<file path="config.mk">
export PLATFORM = sky130hd
export DESIGN_NAME = fraction_arith_reduce
export DESIGN_NICKNAME = d
export VERILOG_FILES = /design/src/design/far_pkg.sv /design/src/design/fraction_arith_reduce.sv /design/src/design/far_front.sv /design/src/design/far_fifo.sv /design/src/design/far_back.sv
export SDC_FILE = /design/constraint.sdc
export NUM_CORES = 2
export LEC_CHECK = 0
export BUFFER_PORTS_ARGS = -buffer_cell sky130_fd_sc_hd__buf_2
export CORE_MARGIN = 5
export CORE_UTILIZATION = 71
export DETAILED_ROUTE_END_ITERATION = 6
export GPL_TIMING_DRIVEN = 0
export PLACE_DENSITY = 0.89
export SETUP_SLACK_MARGIN = 0.02
export SLEW_MARGIN = 15
export SYNTH_ARGS = -nofsm -noshare
export SYNTH_HDL_FRONTEND = slang
export SYNTH_SLANG_ARGS = --single-unit
</file>
<file path="constraint.sdc">
create_clock -name clk_i -period 20.6 [get_ports clk_i]
set_clock_uncertainty 0.05 [all_clocks]
set_input_delay 4.12 -clock clk_i [delete_from_list [all_inputs] [get_ports clk_i]]
set_output_delay 4.12 -clock clk_i [all_outputs]
set_load 0.005 [all_outputs]
</file>
<file path="src/design/far_pkg.sv">
// Package for the fraction arithmetic block: operation codes and shared types.
// Used by the top level, front end, queue and back end of the fraction_arith_reduce design; no dependencies.
`default_nettype none
package far_pkg;

  typedef enum logic [1:0] {
    OP_ADD = 2'd0,
    OP_SUB = 2'd1,
    OP_MUL = 2'd2,
    OP_DIV = 2'd3
  } op_e;

  localparam int unsigned WideBits = 64;
  localparam int unsigned NumOutBits = 33;
  localparam int unsigned DenOutBits = 32;

  // One classified item: unreduced numerator and denominator.
  typedef struct packed {
    logic [WideBits-1:0] num;
    logic [WideBits-1:0] den;
  } frac_t;

  typedef enum logic [2:0] {
    ST_IDLE,
    ST_GCD,
    ST_DIVN,
    ST_DIVD,
    ST_DONE
  } back_state_e;

endpackage
`default_nettype wire

</file>
<file path="src/design/fraction_arith_reduce.sv">
// Top level of the fraction arithmetic block with GCD reduction.
// Depends on far_pkg, far_front, far_fifo and far_back.
//
//  channel | handshake      | payload
//  input   | push, full     | kind_i, num_a_i, den_a_i, num_b_i, den_b_i
//  result  | pop, empty     | num_out_o, den_out_o
//
// The front end takes an item every cycle unless a full queue holds it back, and forms
// the products, then the sum, in registered stages. The back end loads an item, runs the
// binary GCD, then divides numerator and denominator by it in turn and hands the result
// over; with both magnitudes zero it skips to the hand-over. It takes no new item until
// the result is taken, so the back end sets the rate.
// A two-entry queue lets the front end keep accepting while the back end works.
// Reset is asynchronous and clears all control state; a held result blocks the back end.
`default_nettype none
module fraction_arith_reduce #(
  parameter int unsigned OPERAND_BITS = 16
) (
  input  wire logic                    clk_i,
  input  wire logic                    rst_ni,
  input  wire logic                    push,
  output logic                         full,
  input  wire logic [1:0]              kind_i,
  input  wire logic [OPERAND_BITS-1:0] num_a_i,
  input  wire logic [OPERAND_BITS-1:0] den_a_i,
  input  wire logic [OPERAND_BITS-1:0] num_b_i,
  input  wire logic [OPERAND_BITS-1:0] den_b_i,
  output logic                         empty,
  input  wire logic                    pop,
  output logic [32:0]                  num_out_o,
  output logic [31:0]                  den_out_o
);
  logic in_ready, f_valid, f_ready, q_valid, q_ready, b_valid;
  far_pkg::frac_t f_data, q_data;

  assign full = !in_ready;
  assign empty = !b_valid;

  far_front #(.OperandBits(OPERAND_BITS)) u_front (
    .clk_i, .rst_ni,
    .in_valid_i(push), .in_ready_o(in_ready),
    .kind_i, .num_a_i, .den_a_i, .num_b_i, .den_b_i,
    .out_valid_o(f_valid), .out_ready_i(f_ready), .out_o(f_data)
  );

  far_fifo u_fifo (
    .clk_i, .rst_ni,
    .wr_valid_i(f_valid), .wr_ready_o(f_ready), .wr_data_i(f_data),
    .rd_valid_o(q_valid), .rd_ready_i(q_ready), .rd_data_o(q_data)
  );

  far_back u_back (
    .clk_i, .rst_ni,
    .in_valid_i(q_valid), .in_ready_o(q_ready), .in_i(q_data),
    .out_valid_o(b_valid), .out_ready_i(pop), .num_o(num_out_o), .den_o(den_out_o)
  );
endmodule
`default_nettype wire

</file>
<file path="src/design/far_front.sv">
// Front end: accepts operands and forms the unreduced numerator and denominator.
// Depends on far_pkg. Two register stages: products, then the sum.
`default_nettype none
module far_front #(
  parameter int unsigned OperandBits = 16
) (
  input  wire logic                   clk_i,
  input  wire logic                   rst_ni,
  input  wire logic                   in_valid_i,
  output logic                        in_ready_o,
  input  wire logic [1:0]             kind_i,
  input  wire logic [OperandBits-1:0] num_a_i,
  input  wire logic [OperandBits-1:0] den_a_i,
  input  wire logic [OperandBits-1:0] num_b_i,
  input  wire logic [OperandBits-1:0] den_b_i,
  output logic                        out_valid_o,
  input  wire logic                   out_ready_i,
  output far_pkg::frac_t              out_o
);
  localparam int unsigned W = far_pkg::WideBits;

  logic s1_q, s2_q;
  logic s1_adv, s2_adv;
  logic signed [2*OperandBits-1:0] p0_q, p1_q, p2_q;
  logic [1:0] kind_q;
  far_pkg::frac_t res_q;

  logic signed [OperandBits-1:0] x0, x1, y0, y1, z0, z1;

  assign s2_adv = s1_q && (!s2_q || out_ready_i);
  assign s1_adv = !s1_q || s2_adv;
  assign in_ready_o = s1_adv;
  assign out_valid_o = s2_q;
  assign out_o = res_q;

  // Select the three products each operation needs.
  always_comb begin
    unique case (far_pkg::op_e'(kind_i))
      far_pkg::OP_ADD, far_pkg::OP_SUB: begin
        x0 = num_a_i; x1 = den_b_i; y0 = num_b_i; y1 = den_a_i;
        z0 = den_a_i; z1 = den_b_i;
      end
      far_pkg::OP_MUL: begin
        x0 = num_a_i; x1 = num_b_i; y0 = '0; y1 = '0;
        z0 = den_a_i; z1 = den_b_i;
      end
      default: begin
        x0 = num_a_i; x1 = den_b_i; y0 = '0; y1 = '0;
        z0 = den_a_i; z1 = num_b_i;
      end
    endcase
  end

  always_ff @(posedge clk_i or negedge rst_ni) begin
    if (!rst_ni) begin
      s1_q <= 1'b0;
      s2_q <= 1'b0;
    end else begin
      if (s1_adv) s1_q <= in_valid_i;
      if (s2_adv) s2_q <= 1'b1;
      else if (out_ready_i) s2_q <= 1'b0;
    end
  end

  always_ff @(posedge clk_i) begin
    if (s1_adv && in_valid_i) begin
      p0_q <= x0 * x1;
      p1_q <= y0 * y1;
      p2_q <= z0 * z1;
      kind_q <= kind_i;
    end
    if (s2_adv) begin
      if (far_pkg::op_e'(kind_q) == far_pkg::OP_SUB)
        res_q.num <= W'(p0_q) - W'(p1_q);
      else
        res_q.num <= W'(p0_q) + W'(p1_q);
      res_q.den <= W'(p2_q);
    end
  end
endmodule
`default_nettype wire

</file>
<file path="src/design/far_fifo.sv">
// Two-entry queue between the front and the back end.
// Depends on far_pkg for the item type.
`default_nettype none
module far_fifo (
  input  wire logic     clk_i,
  input  wire logic     rst_ni,
  input  wire logic     wr_valid_i,
  output logic          wr_ready_o,
  input  wire far_pkg::frac_t wr_data_i,
  output logic          rd_valid_o,
  input  wire logic     rd_ready_i,
  output far_pkg::frac_t rd_data_o
);
  far_pkg::frac_t mem_q [2];
  logic wp_q, rp_q;
  logic [1:0] cnt_q;
  logic wr, rd;

  assign wr_ready_o = cnt_q != 2'd2;
  assign rd_valid_o = cnt_q != 2'd0;
  assign wr = wr_valid_i && wr_ready_o;
  assign rd = rd_valid_o && rd_ready_i;
  assign rd_data_o = mem_q[rp_q];

  always_ff @(posedge clk_i or negedge rst_ni) begin
    if (!rst_ni) begin
      wp_q <= 1'b0;
      rp_q <= 1'b0;
      cnt_q <= 2'd0;
    end else begin
      if (wr) wp_q <= !wp_q;
      if (rd) rp_q <= !rp_q;
      cnt_q <= cnt_q + {1'b0, wr} - {1'b0, rd};
    end
  end

  always_ff @(posedge clk_i) begin
    if (wr) mem_q[wp_q] <= wr_data_i;
  end
endmodule
`default_nettype wire

</file>
<file path="src/design/far_back.sv">
// Back end: binary GCD over the magnitudes, then two restoring divisions.
// Depends on far_pkg. One GCD or quotient step per cycle.
`default_nettype none
module far_back (
  input  wire logic                            clk_i,
  input  wire logic                            rst_ni,
  input  wire logic                            in_valid_i,
  output logic                                 in_ready_o,
  input  wire far_pkg::frac_t                  in_i,
  output logic                                 out_valid_o,
  input  wire logic                            out_ready_i,
  output logic [far_pkg::NumOutBits-1:0]       num_o,
  output logic [far_pkg::DenOutBits-1:0]       den_o
);
  localparam int unsigned W = far_pkg::WideBits;
  localparam int unsigned CW = $clog2(W + 1);

  far_pkg::back_state_e state_q, state_d;
  logic [W-1:0] n_q, d_q, a_q, b_q, g_q, rem_q, quo_q, nq_q;
  logic [CW-1:0] sh_q, cnt_q;
  logic nneg_q, dneg_q, ok_q;
  logic [W-1:0] mag_n, mag_d, bsub, nxt_rem, diff;
  logic [W:0] trial;

  assign mag_n = in_i.num[W-1] ? -in_i.num : in_i.num;
  assign mag_d = in_i.den[W-1] ? -in_i.den : in_i.den;
  assign in_ready_o = state_q == far_pkg::ST_IDLE;
  assign out_valid_o = state_q == far_pkg::ST_DONE;
  assign nxt_rem = {rem_q[W-2:0], quo_q[W-1]};
  assign trial = {1'b0, nxt_rem} - {1'b0, g_q};
  assign bsub = b_q - a_q;
  assign diff = trial[W-1:0];

  always_comb begin
    state_d = state_q;
    unique case (state_q)
      far_pkg::ST_IDLE: if (in_valid_i) state_d = far_pkg::ST_GCD;
      far_pkg::ST_GCD: begin
        if (!ok_q) state_d = far_pkg::ST_DONE;
        else if (b_q == '0) state_d = far_pkg::ST_DIVN;
      end
      far_pkg::ST_DIVN: if (cnt_q == CW'(W)) state_d = far_pkg::ST_DIVD;
      far_pkg::ST_DIVD: if (cnt_q == CW'(W)) state_d = far_pkg::ST_DONE;
      far_pkg::ST_DONE: if (out_ready_i) state_d = far_pkg::ST_IDLE;
      default: state_d = far_pkg::ST_IDLE;
    endcase
  end

  always_ff @(posedge clk_i or negedge rst_ni) begin
    if (!rst_ni) state_q <= far_pkg::ST_IDLE;
    else state_q <= state_d;
  end

  // Load, binary GCD (strip shared twos, halve an even value, subtract smaller from larger), then both divisions.
  always_ff @(posedge clk_i) begin
    case (state_q)
      far_pkg::ST_IDLE: if (in_valid_i) begin
        n_q <= in_i.num;
        d_q <= in_i.den;
        nneg_q <= in_i.num[W-1];
        dneg_q <= in_i.den[W-1];
        a_q <= (mag_n == '0) ? mag_d : mag_n;
        b_q <= (mag_n == '0) ? '0 : mag_d;
        ok_q <= (mag_n | mag_d) != '0;
        sh_q <= '0;
      end
      far_pkg::ST_GCD: begin
        if (b_q == '0 && ok_q) begin
          g_q <= a_q << sh_q;
          rem_q <= '0;
          quo_q <= nneg_q ? -n_q : n_q;
          cnt_q <= '0;
        end else if (b_q != '0) begin
          if (!a_q[0] && !b_q[0]) begin
            a_q <= a_q >> 1; b_q <= b_q >> 1; sh_q <= sh_q + CW'(1);
          end else if (!a_q[0]) a_q <= a_q >> 1;
          else if (!b_q[0]) b_q <= b_q >> 1;
          else if (a_q > b_q) begin
            b_q <= a_q - b_q; a_q <= b_q;
          end else b_q <= bsub;
        end
      end
      far_pkg::ST_DIVN, far_pkg::ST_DIVD: begin
        if (cnt_q == CW'(W)) begin
          if (state_q == far_pkg::ST_DIVN) begin
            nq_q <= nneg_q ? -quo_q : quo_q;
            rem_q <= '0;
            quo_q <= dneg_q ? -d_q : d_q;
            cnt_q <= '0;
          end else begin
            n_q <= nq_q;
            d_q <= dneg_q ? -quo_q : quo_q;
          end
        end else begin
          cnt_q <= cnt_q + CW'(1);
          if (!trial[W]) begin
            rem_q <= diff;
            quo_q <= {quo_q[W-2:0], 1'b1};
          end else begin
            rem_q <= nxt_rem;
            quo_q <= {quo_q[W-2:0], 1'b0};
          end
        end
      end
      default: ;
    endcase
  end

  assign num_o = n_q[far_pkg::NumOutBits-1:0];
  assign den_o = d_q[far_pkg::DenOutBits-1:0];
endmodule
`default_nettype wire

</file>
==> results.toml <==
[synth]
synth_fp_nets = 10577
ys_warn_count = 0
synth-seq-cells = 830
synth-async-reset-ratio_pct = 1.08
synthCells = 9236
synth.distinct_cells = 88
synthFlopType = "edfxtp_1"
synth_edf_count = 821
syn_area_um2 = 86700
ys_seq_area_share_pct = 28.7
avgSynthCellArea_um2 = 9.39

[status]
violations = "DRC"
status = "finished with violations"

[worst_setup_path]
reg2reg_depth = 20
start_kind = "input pin"
startpoint = "kind_i[1]"
path_class = "input pin to flip-flop"
worstSetupEndpoint = "u_front.p2_q[31]$_DFFE_PP_"
end_kind = "flip-flop"
r2r-end = "u_back.a_q[30]$_DFFE_PP_"
reg2reg_slack_ns = 12.93
path_max_fanout = 10
r2r-start = "u_fifo.rp_q$_DFFE_PN0P_"
cp.required_ns = 21.00
arrival_ns = 13.69

[min_path]
worst_hold_path_type = "flip-flop to flip-flop"

[clock_tree]
cts.repair.resized = 0
clk_pin_slew_ns = 0.07
cts_setup_buffers = 0
cts_max_path_buffers = 3
ctsRootBufferMaster = "clkbuf_16"
htreeDepth = 3
cts_hold_buf = 0
tritoncts = "built"
cts_buffers = 89
insertion_delay_ns = 0.76
cts.sinks = 830

[timing]
fmax_ghz = 0.0752
min_period_ns = 13.29
setup_viol = 0
finalSetupTns_ns = 0
finalHoldViolations = 0
worst_pin_slew_ns = 1.38
finalCritPeriodShare_pct = 64.5
relSlewSlack_pct = 7.46
final_max_slew_viol_count = 0
rsz0062_at_grt = "false"

[finish]
drive_above_1_share_pct = 5.98
area_growth_syn_to_layout_pct = 7.38
final_cell_mix = "inv_1, nand2_1, edfxtp_1, fa_1, a21oi_1"
final_common_cell = "inv_1"
fillers = 7886
final_nets = 10826
final_cell_area_um2 = 93100

[grt]
antenna_found_initial = 20
grtUsageTotal_pct = 45.2
gr-total-overflow = 0
grt_pass1_vias = 76485
grt_pass1_wl_um = 450000
grt_start_max_net_pins = 67

[die]
initial_utilization_pct = 71.4
io_pins = 137
core_area_um2 = 122000
die_w_um = 360
fp-row-count = 128
fp.dieH_um = 360
die-area_um2 = 129000

[detailed_routing]
ant_nets = 0
drtIter0Drc = 11866
first_pass_iters = 7
route.detailed.drc = 6
routedWlPerCell_um = 26.6
wirelength_um = 298000
viasPerCell = 6.78
num_vias = 75990

[place]
gp_congestion = 1.10
dpl-instance-area_um2 = 90000
portBuffers = 132
dpl.hpwl_um = 232000

[run]
cap_violations = 0
[per-layer routing]
layer	routed length, um	up-vias	GRT usage, %	part of all wire [%]
li1	-	31785	-	-
met3	37500	1684	11.1	13
met4	28100	18	33.0	9.4
met1	99500	36182	55.4	33
met5	117	-	0	0.039
met2	133000	6321	70.4	45
[sequential cells by signal (all words and copies together) (netlist names), 2 cells and up]
register        count
u_back.a_q         64
u_back.n_q         64
u_back.sh_q         7
u_back.nq_q        64
u_back.rem_q       63
u_back.quo_q       64
u_front.p2_q       32
u_front.p1_q       32
u_back.cnt_q        7
u_front.out_o      65
u_front.kind_q      2
u_fifo.cnt_q        2
u_back.d_q         64
u_back.g_q         64
u_front.p0_q       32
u_back.b_q         64
u_fifo.mem_q      130
u_back.state_q      3
[per-stage QoR]
| stage | hold slack, ns | instances | util (%) | setup WS, ns |
|---|---|---|---|---|
| final | 0.367 | 11203 | 76.6 | 7.31 |
| after global routing | 0.370 | 11191 | 76.6 | 7.19 |
| after detailed placement | 0.355 | 11019 | 74.1 | 7.14 |
| after CTS | 0.367 | 11185 | 76.6 | 7.71 |
| after floorplan | 0.350 | 9236 | - | 9.28 |
| after global placement | 0.352 | 10993 | 73.6 | 7.31 |
[how the worst min path moves through the flow]
stage | from | to | depth (start not counted)
after floorplan | u_front.p2_q[0]$_DFFE_PP_ | u_front.out_o[0]$_DFFE_PP_ | 0
after global placement | u_front.p2_q[6]$_DFFE_PP_ | u_front.out_o[6]$_DFFE_PP_ | 0
after detailed placement | u_front.p2_q[2]$_DFFE_PP_ | u_front.out_o[2]$_DFFE_PP_ | 0
after CTS | u_front.p2_q[1]$_DFFE_PP_ | u_front.out_o[1]$_DFFE_PP_ | 0
after global routing | u_front.p2_q[10]$_DFFE_PP_ | u_front.out_o[10]$_DFFE_PP_ | 0
final | u_front.p2_q[25]$_DFFE_PP_ | u_front.out_o[25]$_DFFE_PP_ | 0
[kinds of logic (layout without fill, tap and decap cells)]
| kind of cell | count (synthesis) | after routing | synth area share (%) |
|---|---|---|---|
| mux | 353 | 353 | 4.86 |
| simple gates | 2694 | 2694 | 14.8 |
| compound gates | 1790 | 1790 | 12.9 |
| xor+xnor | 576 | 576 | 5.82 |
| flops | 830 | 830 | 28.7 |
| other cells | 0 | 18 | 0 |
| buf+inv | 1722 | 2046 | 7.76 |
| fa+ha+maj | 1271 | 1271 | 25.2 |
[critical path, cell delays in order]
cell	delay, ns
buf_2	0.16
clkbuf_1	0.41
nand2_1	0.37
clkbuf_1	0.40
mux2_2	0.48
clkbuf_1	0.56
nand2_1	0.19
fa_1	0.60
fa_1	0.44
fa_1	0.48
fa_1	0.51
inv_1	0.06
fa_1	0.55
inv_1	0.06
fa_1	0.53
inv_1	0.06
ha_1	0.37
a21o_1	0.22
a21o_1	0.20
a21oi_1	0.32
o221ai_1	0.34
a41oi_1	0.59
o21ai_0	0.28
o41ai_1	0.67
o2111ai_1	0.21
a21oi_1	0.20
xnor2_1	0.29
[cell type report]
class | count | area [um2] | share of cell area (%)
multi-input cells | 6684 | 55200 | 59.3
plain buffers | 523 | 2230 | 2.40
inverters | 1199 | 4500 | 4.83
clock buffers | 104 | 2300 | 2.47
diodes | 18 | 45.0 | 0.0484
well taps | 1625 | 2030 | 2.18
clock inverters | 62 | 754 | 0.810
repair buffers | 158 | 1170 | 1.26
flip-flops and latches | 830 | 24900 | 26.7
[cell usage after synthesis (all sizes together) (45+ instances only)]
cell type	n	area, um2
a211oi	97	728
a21o	123	923
a21oi	614	3070
a31oi	46	288
and2	328	2050
and3	45	282
buf	121	722
clkbuf	402	1510
edfxtp	821	24700
fa	790	15800
ha	481	6020
inv	1198	4500
mux2	45	507
mux2i	258	2580
mux4	50	1130
nand2	952	3570
nand2b	60	375
nand3	97	485
nand4	69	432
nor2	613	2300
nor2b	97	607
nor3	124	621
nor4	57	363
o211ai	71	533
o21a	72	541
o21ai	375	1880
o21bai	73	548
o31ai	87	658
or2	50	313
or3	88	556
or4	50	387
xnor2	332	2910
xor2	244	2140
Power is left out: the tool's default activity adds up to more than one toggle a clock period on the data nets, which glitch-free logic cannot reach.
